## src/hdl/u8wc_pkg.sv

```systemverilog
// Shared types and constants for the UTF-8 wide character tracker.
// Used by every module of the block but u8wc_ram; no dependencies.
`timescale 1ns / 1ps
`default_nettype none

package u8wc_pkg;

  // Item kinds
  localparam logic KIND_TEXT  = 1'b0;
  localparam logic KIND_DIRTY = 1'b1;

  // Seen bitmap: 65536 bits kept as 2048 rows of 32 bits
  localparam int unsigned MAP_ROW_W  = 32;
  localparam int unsigned MAP_ROWS   = 2048;
  localparam int unsigned ROW_AW     = $clog2(MAP_ROWS);
  localparam int unsigned BIT_AW     = $clog2(MAP_ROW_W);

  // Decoder widths
  localparam int unsigned PART_W     = 15;  // widest pending partial (4-byte lead + 2 cont)
  localparam int unsigned CP_W       = 16;
  localparam int unsigned FULL_W     = PART_W + 6;

  // Output queue
  localparam int unsigned OQ_DEPTH   = 3;
  localparam int unsigned OQ_PW      = $clog2(OQ_DEPTH);
  localparam int unsigned OQ_CW      = $clog2(OQ_DEPTH + 1);

  // Wide script ranges
  localparam logic [CP_W-1:0] CJK_LO    = 16'h2E80;
  localparam logic [CP_W-1:0] CJK_HI    = 16'h9FFF;
  localparam logic [CP_W-1:0] HANGUL_LO = 16'hAC00;
  localparam logic [CP_W-1:0] HANGUL_HI = 16'hD7AF;
  localparam logic [CP_W-1:0] COMPAT_LO = 16'hF900;
  localparam logic [CP_W-1:0] COMPAT_HI = 16'hFAFF;
  localparam logic [CP_W-1:0] FULLW_LO  = 16'hFF00;
  localparam logic [CP_W-1:0] FULLW_HI  = 16'hFFEF;

  // Decoded item, registered alongside the bitmap read
  typedef struct packed {
    logic            valid;
    logic            kind;
    logic            lookup;   // completed wide code point, check bitmap
    logic [CP_W-1:0] cp;
  } dec_t;

  // One result
  typedef struct packed {
    logic            newly_seen;
    logic [CP_W-1:0] code_point;
    logic            dirty_out;
  } res_t;

  function automatic logic is_wide(input logic [CP_W-1:0] cp);
    is_wide = (cp >= CJK_LO    && cp <= CJK_HI)    ||
              (cp >= HANGUL_LO && cp <= HANGUL_HI) ||
              (cp >= COMPAT_LO && cp <= COMPAT_HI) ||
              (cp >= FULLW_LO  && cp <= FULLW_HI);
  endfunction

endpackage

`default_nettype wire

```

## src/hdl/u8wc_decode.sv

```systemverilog
// UTF-8 byte decoder: sequence state, code point assembly, wide range check.
// Depends on u8wc_pkg. Issues the bitmap row address in the accept cycle.
`timescale 1ns / 1ps
`default_nettype none

module u8wc_decode (
  input  wire logic                       clk_i,
  input  wire logic                       rst_ni,
  input  wire logic                       accept_i,
  input  wire logic                       kind_i,
  input  wire logic [7:0]                 text_byte_i,
  input  wire logic                       end_of_text_i,
  output logic [u8wc_pkg::ROW_AW-1:0]     rd_addr_o,
  output u8wc_pkg::dec_t                  dec_o
);

  logic [u8wc_pkg::PART_W-1:0] partial_q, partial_d;
  logic [1:0]                  left_q, left_d;
  logic [u8wc_pkg::FULL_W-1:0] full_cp;
  logic                        cont;
  logic                        complete;
  logic                        lookup;
  u8wc_pkg::dec_t              dec_q;

  assign full_cp   = {partial_q, text_byte_i[5:0]};
  assign cont      = (left_q != 2'd0) && (text_byte_i[7:6] == 2'b10);
  assign rd_addr_o = full_cp[u8wc_pkg::CP_W-1:u8wc_pkg::BIT_AW];

  always_comb begin
    partial_d = partial_q;
    left_d    = left_q;
    complete  = 1'b0;
    if (kind_i == u8wc_pkg::KIND_TEXT) begin
      if (cont) begin
        left_d = left_q - 2'd1;
        if (left_q == 2'd1) begin
          complete  = 1'b1;
          partial_d = '0;
        end else begin
          partial_d = full_cp[u8wc_pkg::PART_W-1:0];
        end
      end else begin
        // broken sequence or fresh lead
        partial_d = '0;
        left_d    = 2'd0;
        if (text_byte_i >= 8'hF0) begin
          left_d    = 2'd3;
          partial_d = u8wc_pkg::PART_W'(text_byte_i[2:0]);
        end else if (text_byte_i >= 8'hE0) begin
          left_d    = 2'd2;
          partial_d = u8wc_pkg::PART_W'(text_byte_i[3:0]);
        end else if (text_byte_i >= 8'hC0) begin
          left_d    = 2'd1;
          partial_d = u8wc_pkg::PART_W'(text_byte_i[4:0]);
        end
      end
      if (end_of_text_i) begin
        partial_d = '0;
        left_d    = 2'd0;
      end
    end
  end

  assign lookup = complete
               && (full_cp[u8wc_pkg::FULL_W-1:u8wc_pkg::CP_W] == '0)
               && u8wc_pkg::is_wide(full_cp[u8wc_pkg::CP_W-1:0]);

  always_ff @(posedge clk_i or negedge rst_ni) begin
    if (!rst_ni) begin
      partial_q <= '0;
      left_q    <= 2'd0;
      dec_q     <= '0;
    end else begin
      dec_q.valid <= accept_i;
      if (accept_i) begin
        partial_q    <= partial_d;
        left_q       <= left_d;
        dec_q.kind   <= kind_i;
        dec_q.lookup <= lookup;
        dec_q.cp     <= full_cp[u8wc_pkg::CP_W-1:0];
      end
    end
  end

  assign dec_o = dec_q;

`ifndef SYNTHESIS
  // Partial bits are empty whenever no sequence is pending
  a_partial_idle: assert property (@(posedge clk_i) disable iff (!rst_ni)
    (left_q == 2'd0) |-> (partial_q == '0))
    else $error("partial point held with no sequence pending");
`endif

endmodule

`default_nettype wire

```

## config.mk

```make
export PLATFORM = sky130hd
export DESIGN_NAME = u8wc_decode
export DESIGN_NICKNAME = d
export VERILOG_FILES = /design/src/hdl/u8wc_pkg.sv /design/src/hdl/u8wc_decode.sv
export SDC_FILE = /design/constraint.sdc
export NUM_CORES = 1
export LEC_CHECK = 0
export ABC_AREA = 1
export BUFFER_PORTS_ARGS = -buffer_cell sky130_fd_sc_hd__buf_2
export CAP_MARGIN = 20
export CORE_ASPECT_RATIO = 1.4
export CORE_MARGIN = 1.5
export CORE_UTILIZATION = 53
export CTS_CLUSTER_SIZE = 24
export DETAILED_ROUTE_END_ITERATION = 6
export GPL_ROUTABILITY_DRIVEN = 1
export GPL_TIMING_DRIVEN = 0
export PLACE_DENSITY = 0.88
export SLEW_MARGIN = 20
export SYNTH_ARGS = -nofsm -noshare
export SYNTH_HDL_FRONTEND = slang
export SYNTH_SLANG_ARGS = --single-unit
```

## constraint.sdc

```tcl
create_clock -name clk_i -period 1.5 [get_ports clk_i]
set_input_delay 0.15 -clock clk_i [delete_from_list [all_inputs] [get_ports clk_i]]
set_output_delay 0.15 -clock clk_i [all_outputs]
set_load 0.02 [all_outputs]
```

Word level (Yosys, flattened, before mapping) --
Cells that the tools add are included.
Cells by class: $add $sub $neg 1, multiply operators 0, div/mod/pow operators 0, magnitude comparators 11, equal/unequal tests 2, shift operators 0, multiplexer cells 14, bitwise gates (word level) 1, reductions and logical operators 13
Operator list (count):
- $le 16x16->1 const B | 4
- $ge 16x16->1 const B | 3
- $mux 15 | 3
- $ge 8x8->1 const B | 3
- $ge 16x14->1 const B | 1
- $mux 5 | 3
- $mux 2 | 4
- $logic_and 1x1->1 | 7
- $logic_not 5->1 | 1
- $mux 1 | 4
- $logic_or 1x1->1 | 3
- $eq 2x1->1 const B | 1
- $eq 2x2->1 const B | 1
- $reduce_and 2->1 | 1
- $reduce_bool 2->1 | 1
- $sub 2x1->2 const B | 1
- $not 1->1 | 1
Storage, ports and cells: register bits after elaboration 36, bits in latches 0, bits in writable memories 0, bits in read-only memories 0, output and inout port bits 30, memories kept 0

Longest topological paths before layout --
depth in word-level cells 6, gate-level depth with buffers 9, gate-level depth less buffers 9

Least setup slack after synthesis --
Ideal clock, no wire load.
kind register -> register, start point register left_q[1], end point register partial_q[12] (netlist bit), library setup time 0.147 ns, data arrival time 1.172 ns, data required time 1.353 ns, path slack 0.180 ns, stages on the path, launching flop included 5, path buffers 1, clock period less this slack 1.320 ns, cell sequence dfrtp_1 > inv_1 > ha_1 > clkbuf_1 > o32ai_2
On the way: cells in the longest elaborated chain, start to end 4, elaborated cells between the ends (all ways) 6, classes of those cells 1 x eq/ne; 3 x mux; 2 x reduce/logical
Ends and longest elaborated chain:
- from (decl) | line u8wc_decode.sv:18 | logic [1:0] left_q, left_d;
- from (signal assigned) | line u8wc_decode.sv:77 | left_q <= left_d;
- $eq 2x1->1 / $reduce_bool 2->1 (equally long branches) | line u8wc_decode.sv:36, u8wc_decode.sv:26
- $mux 15 / $logic_and 1x1->1 (equally long branches) | line u8wc_decode.sv:36, u8wc_decode.sv:26
- $mux 15 (*) | line u8wc_decode.sv:34 | if (cont) begin
- $mux 15 (*) | line u8wc_decode.sv:57 | if (end_of_text_i) begin
- to (signal assigned) | line u8wc_decode.sv:76 | partial_q <= partial_d;
- to (decl) | line u8wc_decode.sv:17 | logic [u8wc_pkg::PART_W-1:0] partial_q, partial_d;
Every way passes the cells marked *; elsewhere a longest branch is shown, timed or not. A chain may end at the register's enable or synchronous reset.

==> summary.md <==
| Metric | Value |
|---|---|
| CTS Root Buffer Type | clkbuf_8 |
| Min cycle time layout | 1.40 ns |
| Die ar. | ~3800 um^2 |
| Hold path startpoint | text_byte_i[2] |
| Critical path endpoint category | register |
| Final period utilization | between 90% and 100% |
| Overall routing resource usage | between 20% and 30% |
| Post-Syn Area | 1840 um^2 |
| Vias in the first global route | around 1500 |
| Post-synthesis sequential area ratio | 49.0% |
| Reg2reg start | left_q[0] |
| CP Data Arrival Time | 1.64 ns |
| CTS buffer count | 5 |
| Initial DRT Pass Iterations | 4 |
| Pin count of the biggest net entering global routing | 37 |
| Initial Util | a little over half |
| Leak | 1.17 nW |
| Worst Hold Class | primary input to register |
| Switch Pwr | 607 uW |
| Critical-path cell with the highest stage delay | dlygate4sd3_1 |
| Hold path depth | 3 |
| Final #Nets | roughly 280 |
| Clk_skew | just under 0.006 ns |
| Post-synthesis cell type count | 21 |
| CTS max path bufs | 2 |
| IO Pins | 43 |
| Hold EP | dec_o[2] |
| Synth area leader | dfrtp_1 |
| Slew margin rel. | 46.7% |
| Top-area cell type share of the netlist area | 49.0% |
| Routed vias | around 1600 |
| First-pass GRT wire length | 6580 um |
| Fmax | around 700 MHz |
| DPL Wire Length | 2990 um |
| Pwr per Cell Area | 982 nW/um^2 |
| Clock network fraction of total power | ~39% |
| Worst setup SP type | primary input |
| Routed WL | 4040 um |
| Clock latency on the worst-skew pair | roughly 0.30 ns |
| WL per Instance | 13.4 um |
| Grt ovf | 0 |
| Cells along the critical path | dlygate4sd3_1 > buf_2 > buf_6 > nand2_1 > nor3_1 > nand4_1 > nor2_1 > nand2_1 > nand2_1 |
| FP Rows | 25 |
| CORE AREA | ~3300 um^2 |
| Crit-path most repeated cell | nand2_1 |
| Ys Warns | 0 |
| Mean Syn Cell Area | 8.84 um^2 |
| Worst-Margin Slew | about 0.8 ns |
| Port bufs | 42 |
| Outcome | finished, final reports clean |
| DRT antenna net count | 0 |
| Critical R2R Capture | dec_o[16] |
| Endpoints failing setup | 0 |
| Worst path required time | between 1.5 and 2 ns |
| Clock-pin slew on the worst setup and hold paths | 0.08 ns |
| Via density | a little over 5 |
| Synth Net Count | 223 |
| RSZ-0062 raised after global routing | no |
| Area delta synth->final | 22.6% |
| Max-cap violations | 0 |
| Final Hold Fails | 0 |
| Mapped Cells | 208 |
| H-tree level count | 2 |
| Synthesized flop and latch total | 36 |
| Hold_ws | 0.0780 ns |
| # DRC | 0 |
| Maximum VDD drop | 0.000969 V |
| R2R setup slack | 0.12 ns |
| Pins Over Slew Limit | 0 |
| Internal | around 1.6 mW |
| Sw Share | 27.4% |
| CP Max Fanout | 9 |
| Die Width | 52.8 um |
| Initial antenna violation count | 0 |
| Reg power frac | 46.9% |
| Share of layout cells above drive strength 1 | roughly a third |
| Slowest stage delay, CP | between 0.5 and 0.6 ns |
| Crit path kind | primary input to register |
| Diode count | 0 |
| Worst reg2reg path depth | 9 |
| Die H | just over 70 um |
| Combinational share of power | 14.1% |
| Initial DRC Count | 30 |
| Largest cells by area after synthesis | dfrtp_1, nand2_1, o21ai_0 |
| Final setup TNS | 0 ns |
| Clk sinks | 36 |
| GPL Wtd Cong | 0.886 |
| CTS tree | built |
[per-layer routing]
layer | routed length, um | up-vias | global-route usage, % | share of wire (%)
met1 | 1580 | 743 | 26.3 | 39
met5 | 0 | - | 0 | 0
met3 | 178 | 8 | 5.53 | 4.4
met2 | 2180 | 38 | 41.5 | 54
met4 | 96 | 0 | 10.5 | 2.4
li1 | - | 767 | - | -
[flip-flops by register name, indices dropped and copies added (netlist names)]
| name | flops |
|---|---|
| dec_o | 19 |
| partial_q | 15 |
| left_q | 2 |
[cell usage after synthesis]
cell and count:
nor2_1 14, dfrtp_1 36, o31ai_2 3, nand3_1 13
buf_6 1, nand2_4 1, clkbuf_1 3, nand2_1 59
nor2_8 1, nand2_8 1, nand4_1 4, inv_1 22
o21ai_0 23, o211ai_1 1, o32ai_2 7, ha_1 2
inv_2 1, nor3_1 2, inv_6 2, buf_2 1
buf_4 11
[cells by family after synthesis]
family / count (synthesis) / synth area share, %
AOI/OAI and AO/OA: 34 / 14.9
adders and majority gates: 2 / 1.36
buffers and inverters: 41 / 11.6
DFF: 36 / 49.0
and+or+nand+nor: 95 / 23.1
[worst max-delay path by stage]
stage	start	endpoint	depth (start not counted)
2_1_floorplan	left_q[1]	partial_q[12]	4
3_3_place_gp	left_q[0]	dec_o[16]	9
3_5_place_dp	left_q[1]	partial_q[12]	4
4_1_cts	left_q[0]	dec_o[16]	9
5_1_grt	accept_i	partial_q[12]	9
6_report	accept_i	dec_o[16]	9
[cell usage in the layout, fill, tap and decap left out, types with 2 or more instances in the layout]
cell type / n
dfrtp_1: 36
clkbuf_1: 2
nand4_1: 4
inv_6: 2
clkbuf_8: 5
nand3_1: 12
o31ai_2: 3
nor2_1: 14
ha_1: 2
inv_1: 22
dlygate4sd3_1: 2
buf_2: 43
o21ai_0: 22
o32ai_2: 7
buf_4: 12
nand2_1: 59
nor3_1: 2
[critical path: cells and delay by family]
family	cells	cell delay, ns
simple gates	6	0.71
buf+inv	3	0.77
[timing repair]
action	CTS	global route
endpoints found under the setup margin	1	12
gates resized for setup	1	4
endpoints found under the hold margin	37	0
setup buffers	0	1
hold buffers	2	0
[power by group through the flow]
stage                     Clock (mW)  Sequential, mW  Combinational [mW]
after floorplan                    0            1.09               0.150
after global placement             0            1.06               0.295
after detailed placement           0            1.06               0.302
after CTS                      0.875            1.04               0.306
after global routing           0.906            1.04               0.343
final                          0.862            1.04               0.312
[through the flow]
stage / cell area, um^2 / total power [mW] / instances / worst slack (ns) / utilization, %
floorplan: 1840 / 1.24 / 208 / 0.180 / -
global placement: 2100 / 1.35 / 290 / 0.0475 / 62.7
detailed placement: 2100 / 1.36 / 290 / 0.0124 / 62.7
CTS: 2230 / 2.22 / 300 / 0.00577 / 66.7
global route: 2250 / 2.29 / 301 / 0.00205 / 67.4
finish: 2250 / 2.21 / 301 / 0.101 / 67.4
[cell type report]
type | count | area, um^2
buffer | 16 | 111
clock buffer | 5 | 68.8
clock inverter | 3 | 42.5
fill | 276 | 1090
inverter | 25 | 106
multi-input combinational | 131 | 737
sequential | 36 | 901
tap | 40 | 50.0
timing repair buffer | 45 | 238
Power figures use the tool's default switching activity.
