<file path="config.mk">
export PLATFORM = sky130hd
export DESIGN_NAME = u8wc_out_fifo
export DESIGN_NICKNAME = d
export VERILOG_FILES = /design/src/hdl/u8wc_pkg.sv /design/src/hdl/u8wc_out_fifo.sv
export SDC_FILE = /design/constraint.sdc
export NUM_CORES = 1
export LEC_CHECK = 0
export ABC_AREA = 1
export ABC_CLOCK_PERIOD_IN_PS = 1530
export BUFFER_PORTS_ARGS = -buffer_cell sky130_fd_sc_hd__buf_4
export CAP_MARGIN = 0
export CORE_UTILIZATION = 44
export CTS_CLUSTER_DIAMETER = 40
export CTS_CLUSTER_SIZE = 24
export DETAILED_ROUTE_END_ITERATION = 12
export GPL_ROUTABILITY_DRIVEN = 0
export PLACE_DENSITY = 0.8
export REMOVE_ABC_BUFFERS = 1
export SLEW_MARGIN = 15
export SYNTH_ARGS = -nofsm -noshare
export SYNTH_HDL_FRONTEND = slang
export SYNTH_SLANG_ARGS = --single-unit
</file>
<file path="constraint.sdc">
create_clock -name clk_i -period 1.53 [get_ports clk_i]
set_clock_uncertainty 0.05 [all_clocks]
set_input_delay 0.2295 -clock clk_i [delete_from_list [all_inputs] [get_ports clk_i]]
set_output_delay 0.2295 -clock clk_i [all_outputs]
set_load 0.02 [all_outputs]
</file>
<file path="src/hdl/u8wc_pkg.sv">
// Shared types and constants for the UTF-8 wide character tracker.
// Used by every module of the block but u8wc_ram; no dependencies.
`timescale 1ns / 1ps
`default_nettype none

package u8wc_pkg;

  // Item kinds
  localparam logic KIND_TEXT  = 1'b0;
  localparam logic KIND_DIRTY = 1'b1;

  // Seen bitmap: 65536 bits kept as 2048 rows of 32 bits
  localparam int unsigned MAP_ROW_W  = 32;
  localparam int unsigned MAP_ROWS   = 2048;
  localparam int unsigned ROW_AW     = $clog2(MAP_ROWS);
  localparam int unsigned BIT_AW     = $clog2(MAP_ROW_W);

  // Decoder widths
  localparam int unsigned PART_W     = 15;  // widest pending partial (4-byte lead + 2 cont)
  localparam int unsigned CP_W       = 16;
  localparam int unsigned FULL_W     = PART_W + 6;

  // Output queue
  localparam int unsigned OQ_DEPTH   = 3;
  localparam int unsigned OQ_PW      = $clog2(OQ_DEPTH);
  localparam int unsigned OQ_CW      = $clog2(OQ_DEPTH + 1);

  // Wide script ranges
  localparam logic [CP_W-1:0] CJK_LO    = 16'h2E80;
  localparam logic [CP_W-1:0] CJK_HI    = 16'h9FFF;
  localparam logic [CP_W-1:0] HANGUL_LO = 16'hAC00;
  localparam logic [CP_W-1:0] HANGUL_HI = 16'hD7AF;
  localparam logic [CP_W-1:0] COMPAT_LO = 16'hF900;
  localparam logic [CP_W-1:0] COMPAT_HI = 16'hFAFF;
  localparam logic [CP_W-1:0] FULLW_LO  = 16'hFF00;
  localparam logic [CP_W-1:0] FULLW_HI  = 16'hFFEF;

  // Decoded item, registered alongside the bitmap read
  typedef struct packed {
    logic            valid;
    logic            kind;
    logic            lookup;   // completed wide code point, check bitmap
    logic [CP_W-1:0] cp;
  } dec_t;

  // One result
  typedef struct packed {
    logic            newly_seen;
    logic [CP_W-1:0] code_point;
    logic            dirty_out;
  } res_t;

  function automatic logic is_wide(input logic [CP_W-1:0] cp);
    is_wide = (cp >= CJK_LO    && cp <= CJK_HI)    ||
              (cp >= HANGUL_LO && cp <= HANGUL_HI) ||
              (cp >= COMPAT_LO && cp <= COMPAT_HI) ||
              (cp >= FULLW_LO  && cp <= FULLW_HI);
  endfunction

endpackage

`default_nettype wire

</file>
<file path="src/hdl/u8wc_out_fifo.sv">
// Three-entry result queue between the bitmap stage and the output port.
// Depends on u8wc_pkg.
`timescale 1ns / 1ps
`default_nettype none

module u8wc_out_fifo (
  input  wire logic                     clk_i,
  input  wire logic                     rst_ni,
  input  wire logic                     push_i,
  input  wire u8wc_pkg::res_t           data_i,
  input  wire logic                     pop_i,
  output logic                          valid_o,
  output u8wc_pkg::res_t                data_o
);

  u8wc_pkg::res_t              entry_q [u8wc_pkg::OQ_DEPTH];
  logic [u8wc_pkg::OQ_PW-1:0]  wr_ptr_q, rd_ptr_q;
  logic [u8wc_pkg::OQ_CW-1:0]  count_q;
  logic                        do_pop;

  function automatic logic [u8wc_pkg::OQ_PW-1:0] ptr_next(
    input logic [u8wc_pkg::OQ_PW-1:0] p
  );
    ptr_next = (p == u8wc_pkg::OQ_PW'(u8wc_pkg::OQ_DEPTH - 1)) ? '0 : p + 1'b1;
  endfunction

  assign valid_o = (count_q != '0);
  assign data_o  = entry_q[rd_ptr_q];
  assign do_pop  = pop_i && valid_o;

  always_ff @(posedge clk_i or negedge rst_ni) begin
    if (!rst_ni) begin
      wr_ptr_q <= '0;
      rd_ptr_q <= '0;
      count_q  <= '0;
    end else begin
      if (push_i) begin
        wr_ptr_q <= ptr_next(wr_ptr_q);
      end
      if (do_pop) begin
        rd_ptr_q <= ptr_next(rd_ptr_q);
      end
      if (push_i && !do_pop) begin
        count_q <= count_q + 1'b1;
      end else if (!push_i && do_pop) begin
        count_q <= count_q - 1'b1;
      end
    end
  end

  always_ff @(posedge clk_i) begin
    if (push_i) begin
      entry_q[wr_ptr_q] <= data_i;
    end
  end

`ifndef SYNTHESIS
  a_no_overflow: assert property (@(posedge clk_i) disable iff (!rst_ni)
    push_i |-> (count_q != u8wc_pkg::OQ_CW'(u8wc_pkg::OQ_DEPTH) || do_pop))
    else $error("result queue overflow");
`endif

endmodule

`default_nettype wire

</file>
# --- Word level (Yosys, flattened, before mapping) ---
# Memory sizes are Yosys's and may differ from the RTL's.
# Index checks and enable logic that the tools add are counted.
word_totals:
  reg_bits: 6
  latch_bits: 0
  ramBits: 54
  mem_bits_ro: 0
  output_inout_bits: 19
  memories: 1
mem_list:
  columns: ["memory", "words", "width", "read_ports", "rd_clocked_by_memory_dff", "wr", "line_no", "rtl"]
  rows:
  - ["entry_q", 3, 18, 1, 0, 1, "u8wc_out_fifo.sv:16", "u8wc_pkg::res_t entry_q [u8wc_pkg::OQ_DEPTH];"]
op_classes:
  n_addsub: 4
  n_mul: 0
  div_mod_pow: 0
  order_cmp: 0
  n_eq_ne: 2
  shifts: 0
  n_mux: 6
  n_bitwise: 0
  reduce_logical: 7
ops:
  columns: ["cell", "count"]
  rows:
  - ["$mux 2", 4]
  - ["$add 2x1->2 const B", 3]
  - ["$eq 2x2->1 const B", 2]
  - ["$reduce_bool 2->1", 2]
  - ["$logic_and 1x1->1", 3]
  - ["$logic_not 1->1", 2]
  - ["$mux 1", 2]
  - ["$sub 2x1->2 const B", 1]

# --- Logic depth before layout (Yosys ltp) ---
# Gate-level depths: netlist of the first run.
depth:
  ltp_word: 5
  mapped_depth: 9
  mapped_depth_nobuf: 9

# --- Worst setup path before layout of the first run ---
# OpenSTA, ideal clock, no wires.
synth_timing:
  path_type: "flip-flop to flip-flop"
  startpoint: "reg wr_ptr_q[0] in the netlist's numbering"
  endpoint: "mem entry_q[2][0] in the netlist's numbering (enable)"
  setup_ns: 0.393
  t_arrival_ns: 1.258
  path_slack_ns: -0.171
  path_stages_with_launch: 4
  cell_sequence: "dfrtp_1 -> inv_1 -> nand2_1 -> nor2_1"
synth_rtl:
  columns: ["item", "line_no", "rtl"]
  rows:
  - ["start: declaration", "u8wc_out_fifo.sv:17", "logic [u8wc_pkg::OQ_PW-1:0] wr_ptr_q, rd_ptr_q;"]
  - ["start signal: assignment", "u8wc_out_fifo.sv:38", "wr_ptr_q <= ptr_next(wr_ptr_q);"]
  - ["end: declaration", "u8wc_out_fifo.sv:16", null]
# Straight into the memory's write port.

==> impl_metrics.py, run 1 <==
metrics = {
    "status": {
        "status": "finished, violations left",
        "violations": "negative setup slack",
    },
    "placement": {
        "dpl_cell_area_mm2": 0.00272,
        "hpwl_um": 2990,
        "numPortBuffers": 40,
        "post-place-ws_ps": 106,
    },
    "route": {
        "drtIter0Drc": 142,
        "via_per_inst": 5.02,
        "num_vias": 1512,
        "drcViolationCount": 0,
        "routed_wl_um": 4690,
        "dr.pass1.iters": 4,
        "wl_per_cell_um": 15.6,
        "final_antenna_net_count": 0,
    },
    "sta": {
        "fin_ws_ps": -111,
        "period_minus_slack_ps": 1640,
        "fmax_ghz": 0.609,
        "rsz0062_at_grt": "yes",
        "hold_violations": 0,
        "setup_viol": 18,
        "tightest_slew_ps": 174,
        "max_slew_margin_pct": 88.4,
        "whs_ps": 40.6,
        "finalCritPeriodShare_pct": 107,
        "drv_slew": 0,
    },
    "layout": {
        "layout.nets": 254,
        "final_util_pct": 63.5,
        "n_fill_cell": 378,
        "drive_above_1_share_pct": 40.6,
        "diodes": 0,
        "synthToLayoutAreaGrowth_pct": 35.3,
        "final_area_mm2": 0.00308,
    },
    "logic_synthesis": {
        "ys_warn_count": 0,
        "synth_common_cells": "65 x nand2_1, 54 x edfxtp_1, 22 x nand3_1",
        "synth_area_leaders": "edfxtp_1 71%, nand2_1 11%, dfrtp_1 6.6%",
        "yosysMostFrequentCell": "nand2_1",
        "synth_area_mm2": 0.00227,
        "syn_inst": 169,
        "ys_async_sr_fraction_pct": 10.0,
        "synth_top_area_share_pct": 71.3,
        "ys_types": 15,
        "synth_seq_cells": 60,
        "ys_seq_area_share_pct": 77.9,
        "ys.flop_type": "edfxtp_1",
        "yosys.area.top_type": "edfxtp_1",
        "synth.avg_cell_area_um2": 13.5,
        "synth_enable_flop_cells": 54,
    },
    "power": {
        "power_density_mw_per_mm2": 2070,
        "pwr-share-seq_pct": 35.4,
        "intPower_mw": 4.02,
        "switchingPower_mw": 2.34,
        "p_comb_share_pct": 47.3,
        "switching_share_pct": 36.7,
        "p_leak_nw": 1.29,
        "clockPowerShare_pct": 17.3,
        "ir_worst_vdd_mv": 1.06,
    },
    "floorplanning": {
        "start_util_pct": 46.9,
        "die-height_um": 73.9,
        "rows": 25,
        "core_mm2": 0.00485,
        "die_area_mm2": 0.00546,
        "die_w_um": 73.9,
        "ioPinCount": 41,
    },
    "global_routing": {
        "grt_max_degree": 15,
        "antenna_found_initial": 0,
        "grt_usage_pct": 18.6,
        "grt_pass1_vias": 1475,
        "grt_overflow": 0,
        "grt_first_pass_wirelength_um": 6970,
    },
    "worst_setup_path": {
        "start_kind": "register",
        "cp-end-kind": "primary output",
        "critPathSlowestCell": "dfrtp_2",
        "crit_type": "reg2out",
        "critPathMaxStageDelay_ps": 450,
        "cp.arrival_ps": 1360,
        "crit_chain": "nor2_4, buf_8, nand2_1, nand3_2, buf_6",
        "crit_fanout": 13,
        "cp.required_ps": 1250,
    },
    "clock_network": {
        "numCtsBuffers": 9,
        "htreeDepth": 3,
        "path_clk_slew_ps": 60,
        "cts_buffer_depth": 2,
        "clock-root-buffer": "clkbuf_8",
        "cts_tree": "built",
        "clock-sinks": 60,
        "insertion_delay_ps": 330,
    },
    "min_path": {
        "holdCritPathClass": "in2reg",
    },
    "run": {
        "cap_violations": 0,
    },
}
==> per-stage QoR <==
| stage | instances | setup TNS (ps) | total power [mW] |
|---|---|---|---|
| 6_report | 301 | -1470 | 6.36 |
| 5_1_grt | 301 | -2820 | 6.70 |
| 4_1_cts | 299 | -1920 | 6.14 |
| 3_5_place_dp | 284 | 0 | 4.72 |
| 3_3_place_gp | 284 | 0 | 4.64 |
| 2_1_floorplan | 165 | -3080 | 3.54 |
==> flip-flops by register name, summed over array words and instances (netlist names) <==
name / count
entry_q: 54
wr_ptr_q: 2
count_q: 2
rd_ptr_q: 2
==> placed cells by master, fill, tap and decap left out, drive strengths merged <==
cell         count
xnor2            1
edfxtp          54
dfrtp            6
nand4            1
nand2           65
nor2             3
clkbuf          10
inv              9
nand3           23
dlygate4sd3      1
o21ai            2
buf             54
clkinv           4
ha               1
==> power groups by stage <==
stage	Clock [mW]	Combinational, mW	Sequential [mW]
4_1_cts	1.13	2.75	2.25
6_report	1.10	3.00	2.25
2_1_floorplan	0	1.24	2.30
3_3_place_gp	0	2.38	2.27
5_1_grt	1.21	3.21	2.28
3_5_place_dp	0	2.44	2.28
==> cell type report <==
class | count | area, um2 | share of cell area (%)
flip-flops and latches | 60 | 1770 | 57.7
multi-input cells | 96 | 528 | 17.2
repair buffers | 55 | 510 | 16.6
clock buffers | 10 | 128 | 4.15
well taps | 67 | 83.8 | 2.72
inverters | 9 | 33.8 | 1.10
clock inverters | 4 | 18.8 | 0.610
==> critical path, delay by kind of cell (launching register included) <==
kind	cells	cell delay (ps)
flip-flops	1	450
AND/OR/NAND/NOR	3	310
buffers and inverters	2	270
==> logic make-up (layout without fill, tap and decap cells) <==
family	after synthesis	count (layout)	synth area share (%)
compound gates	2	2	0.440
xor+xnor	1	1	0.385
fa+ha+maj	1	1	0.550
buf+inv	13	78	3.30
flops	60	60	77.9
simple gates	92	92	17.4
==> timing repair <==
action | 4_1_cts | 5_1_grt
setup buffers | 0 | 2
hold endpoints to repair | 6 | 0
hold buffers | 1 | 0
setup endpoints to repair | 18 | 19
gates resized for setup | 25 | 21
==> final timing paths <==
| kind | slack [ps] | startpoint | endpoint | cells past startpoint |
|---|---|---|---|---|
| max in group asynchronous | 1070 | rst_ni | rd_ptr_q[1]$_DFFE_PN0P_ | 2 |
| hold reg to reg | 450 | count_q[1]$_DFFE_PN0P_ | count_q[1]$_DFFE_PN0P_ | 2 |
| min in group asynchronous | 230 | rst_ni | count_q[1]$_DFFE_PN0P_ | 2 |
| setup reg to reg | 100 | count_q[1]$_DFFE_PN0P_ | count_q[1]$_DFFE_PN0P_ | 8 |
| setup / recovery | -110 | rd_ptr_q[1]$_DFFE_PN0P_ | data_o[17] | 5 |
| hold / removal | 40 | data_i[11] | entry_q[1][11]$_DFFE_PP_ | 1 |
==> metal layers <==
metal,track usage (%),vias to the layer above,routed length (um)
li1,-,708,-
met1,21.2,761,1890
met2,30.3,36,2490
met3,8.37,7,242
met4,7.91,0,61
met5,0,-,0
Power figures use the tool's default switching activity.
==> run 2, diff against run 1 <==
ABC_CLOCK_PERIOD_IN_PS = 2130   (was 1530)
PLACE_DENSITY = 0.77   (was 0.8)
clock period = 2.13 ns   (was 1.53 ns; I/O delays follow)
==> impl_metrics.py, run 2 (same netlist as run 1, synthesis figures left out) <==
metrics = {
    "layout": {
        "largest_reg_flops": 54,
        "layoutNonFillerInstCount": 294,
        "top_register": "entry_q",
        "diodes": 0,
        "synthToLayoutAreaGrowth_pct": 23.9,
        "layout.nets": 245,
        "layout_common_cells": "65 x nand2_1, 54 x edfxtp_1, 45 x buf_4",
        "final_util_pct": 58.1,
        "mostFrequentLayoutCell": "nand2_1",
        "final_area_mm2": 0.00282,
        "drive_above_1_share_pct": 26.4,
    },
    "min_path": {
        "holdCritPathClass": "in2reg",
    },
    "power": {
        "switching_share_pct": 37.0,
        "p_comb_share_pct": 39.8,
        "p_total_mw": 4.01,
        "p_leak_nw": 1.14,
        "intPower_mw": 2.53,
        "ir_worst_vdd_mv": 0.787,
        "pwr-share-seq_pct": 40.2,
        "clockPowerShare_pct": 20.0,
        "power_density_mw_per_mm2": 1420,
        "switchingPower_mw": 1.48,
    },
    "route": {
        "dr.pass1.iters": 4,
        "wl_per_cell_um": 14.0,
        "num_vias": 1394,
        "drcViolationCount": 0,
        "routed_wl_um": 4120,
        "drtIter0Drc": 63,
        "final_antenna_net_count": 0,
        "via_per_inst": 4.74,
    },
    "sta": {
        "max_slew_margin_pct": 68.9,
        "setup_viol": 0,
        "period_minus_slack_ps": 1960,
        "rsz0062_at_grt": "no",
        "tightest_slew_ps": 466,
        "hold_violations": 0,
        "tns_ps": 0,
        "drv_slew": 0,
        "whs_ps": 132,
        "finalCritPeriodShare_pct": 92.1,
        "fin_ws_ps": 168,
        "fmax_ghz": 0.510,
    },
    "worst_setup_path": {
        "cp.required_ps": 1760,
        "crit_fanout": 19,
        "cp.arrival_ps": 1590,
        "start_kind": "register",
        "cp-end-kind": "primary output",
        "crit_type": "reg2out",
    },
    "global_routing": {
        "grt_first_pass_wirelength_um": 6690,
        "grt_max_degree": 20,
        "antenna_found_initial": 0,
        "grt_overflow": 0,
        "grt_usage_pct": 17.8,
        "grt_pass1_vias": 1419,
    },
    "clock_network": {
        "clock-sinks": 60,
        "cts_tree": "built",
        "cts_setup_buffers": 0,
        "numCtsBuffers": 9,
        "path_clk_slew_ps": 60,
        "htreeDepth": 3,
        "cts_buffer_depth": 2,
        "clock-root-buffer": "clkbuf_8",
        "hold_buffers": 1,
        "cts.repair.resized": 0,
        "insertion_delay_ps": 320,
    },
    "floorplanning": {
        "die-height_um": 73.9,
        "core_mm2": 0.00485,
        "rows": 25,
        "die_area_mm2": 0.00546,
        "ioPinCount": 41,
        "die_w_um": 73.9,
        "start_util_pct": 46.9,
    },
    "placement": {
        "post-place-ws_ps": 541,
        "numPortBuffers": 40,
        "dp_cells": 277,
        "hpwl_um": 2600,
        "dpl_cell_area_mm2": 0.00266,
    },
    "run": {
        "cap_violations": 0,
    },
    "status": {
        "status": "complete, no violations",
    },
}
## run 2: cell type report
type,instances,area [um2]
fill,390,2030
multi-input combinational,96,430
clock buffer,12,135
clock inverter,4,16.3
tap,67,83.8
timing repair buffer,46,348
inverter,9,33.8
sequential,60,1770
## run 2: power by group through the flow
stage	combinational, mW	sequential [mW]	clock (mW)
final	1.60	1.61	0.800
after global routing	1.77	1.63	0.862
after CTS	1.62	1.61	0.813
after detailed placement	1.61	1.64	0
after global placement	1.58	1.62	0
after floorplan	0.894	1.65	0
## run 2: path summary, 6_finish.rpt
kind / from / cells past startpoint / to / slack [ps]
worst min register to register: count_q[1]$_DFFE_PN0P_ / 2 / count_q[1]$_DFFE_PN0P_ / 430
worst min-delay path: data_i[7] / 1 / entry_q[1][7]$_DFFE_PP_ / 130
max in group asynchronous: rst_ni / 2 / count_q[0]$_DFFE_PN0P_ / 1600
min in group asynchronous: rst_ni / 2 / rd_ptr_q[1]$_DFFE_PN0P_ / 310
worst max-delay path: rd_ptr_q[1]$_DFFE_PN0P_ / 4 / data_o[13] / 170
worst max register to register: count_q[0]$_DFFE_PN0P_ / 8 / count_q[1]$_DFFE_PN0P_ / 630
## run 2: routing by layer
layer	track usage [%]	part of all wire, %
met5	0	0
met4	11.1	1.4
met3	5.49	5.5
met2	27.3	50
met1	22.0	43
## run 2: worst max-delay path: stages (launching register included)
cell     delay [ps]
dfrtp_1         450
nor2_4          420
nand2_1         120
nand3_1         120
buf_4           150
==> run 3, diff against run 2 <==
CORE_UTILIZATION = 39   (was 44)
PLACE_DENSITY = 0.71   (was 0.77)
==> impl_metrics.py, run 3 (same netlist as run 1, synthesis figures left out) <==
metrics = {
    "route": {
        "routed_wl_um": 4320,
        "drcViolationCount": 0,
        "num_vias": 1421,
        "via_per_inst": 4.71,
        "wl_per_cell_um": 14.3,
        "final_antenna_net_count": 0,
        "drtIter0Drc": 119,
        "dr.pass1.iters": 4,
    },
    "worst_setup_path": {
        "cp.required_ps": 1760,
        "critPathSlowestCell": "dfrtp_2",
        "critPathMaxStageDelay_ps": 530,
        "critical-path-top-delay-family": "flip-flops",
        "crit_fanout": 19,
        "cp.arrival_ps": 1510,
        "crit_type": "reg2out",
        "start_kind": "register",
        "cp-end-kind": "primary output",
        "crit_buf_inv": 2,
        "crit_chain": "nor2_4, buf_12, nand2_1, nand3_1, buf_4",
    },
    "layout": {
        "drive_above_1_share_pct": 28.3,
        "n_fill_cell": 495,
        "largest_reg_flops": 54,
        "layout.nets": 249,
        "multi_input_area_um2": 430,
        "layout_common_cells": "65 x nand2_1, 54 x edfxtp_1, 48 x buf_4",
        "diodes": 0,
        "layoutNonFillerInstCount": 302,
        "seq_area_mm2": 0.00177,
        "top_register": "entry_q",
        "mostFrequentLayoutCell": "nand2_1",
        "final_util_pct": 51.4,
        "synthToLayoutAreaGrowth_pct": 26.0,
    },
    "global_routing": {
        "grt_first_pass_wirelength_um": 6970,
        "grt_usage_pct": 16.0,
        "grt_max_degree": 20,
        "met3_usage_pct": 5.23,
        "use_met2_pct": 25.3,
        "antenna_found_initial": 0,
        "grt_pass1_vias": 1415,
        "gr-usage-met1_pct": 19.5,
        "grt_overflow": 0,
        "busiest_layer": "met2",
    },
    "status": {
        "status": "complete, no violations",
    },
    "clock_network": {
        "numCtsBuffers": 9,
        "cts_tree": "built",
        "clock-sinks": 60,
        "path_clk_slew_ps": 60,
        "htreeDepth": 3,
        "cts_buffer_depth": 2,
        "clock-root-buffer": "clkbuf_8",
        "insertion_delay_ps": 330,
    },
    "sta": {
        "whs_ps": 131,
        "max_slew_margin_pct": 75.8,
        "hold_violations": 0,
        "rsz0062_at_grt": "no",
        "fmax_ghz": 0.531,
        "drv_slew": 0,
        "period_minus_slack_ps": 1880,
        "tightest_slew_ps": 362,
        "setup_viol": 0,
        "finalCritPeriodShare_pct": 88.4,
        "tns_ps": 0,
        "fin_ws_ps": 246,
    },
    "power": {
        "p_leak_nw": 1.16,
        "ir_worst_vdd_mv": 0.650,
        "power_density_mw_per_mm2": 1430,
    },
    "floorplanning": {
        "die_w_um": 78.4,
        "die_area_mm2": 0.00614,
        "rows": 27,
        "core_mm2": 0.00557,
        "die-height_um": 78.4,
        "ioPinCount": 41,
        "start_util_pct": 40.8,
    },
    "placement": {
        "numPortBuffers": 40,
        "hpwl_um": 2870,
        "post-place-ws_ps": 306,
        "dp_cells": 283,
    },
    "run": {
        "cap_violations": 0,
    },
    "min_path": {
        "holdCritPathClass": "in2reg",
    },
}
==> run 3: changes by cell type in the layout (fill, tap and decap cells not counted), sizes merged <==
cell / previous run / this run
clkinv: 4 / 5
buf: 45 / 49
clkbuf: 12 / 10
==> run 3: path summary, 6_finish.rpt <==
kind	startpoint	to	slack, ps	cells past startpoint
setup / recovery	rd_ptr_q[1]$_DFFE_PN0P_	data_o[11]	250	5
hold / removal	data_i[3]	entry_q[0][3]$_DFFE_PP_	130	1
setup reg to reg	wr_ptr_q[1]$_DFFE_PN0P_	entry_q[0][2]$_DFFE_PP_	610	4
hold reg to reg	count_q[1]$_DFFE_PN0P_	count_q[1]$_DFFE_PN0P_	430	2
max in group asynchronous	rst_ni	rd_ptr_q[1]$_DFFE_PN0P_	1600	2
min in group asynchronous	rst_ni	wr_ptr_q[1]$_DFFE_PN0P_	300	2
==> run 3: timing repair <==
action,in CTS,in global routing
cloned,0,0
hold endpoints to repair,6,0
pin swaps,2,0
resized for setup,0,1
buffers inserted,3,0
setup endpoints to repair,18,1
hold buffers,1,0
==> run 3: power by group <==
group	internal (mW)	total [mW]	switching, mW	leakage [nW]
registers	1.53	1.65	0.123	0.571
logic	0.663	1.65	0.985	0.517
clock network	0.397	0.792	0.395	0.0761
==> run 3: per-layer routing <==
layer  vias up  part of all wire (%)
met5         -                     0
met3         8                   4.9
met1       672                    44
met2        45                    49
met4         0                   2.0
li1        696                     -
==> run 3: final cells by class <==
class | instances | area share (%)
clock inverters | 5 | 0.699
inverters | 9 | 1.18
well taps | 72 | 3.14
multi-input cells | 96 | 15.0
flip-flops and latches | 60 | 61.9
clock buffers | 10 | 4.45
repair buffers | 50 | 13.6
==> run 3: stage by stage <==
| step | total power [mW] | instance area [um2] |
|---|---|---|
| final | 4.09 | 2870 |
| after global routing | 4.34 | 2870 |
| after CTS | 4.14 | 2860 |
| after detailed placement | 3.25 | 2670 |
| after global placement | 3.21 | 2670 |
| after floorplan | 2.54 | 2230 |
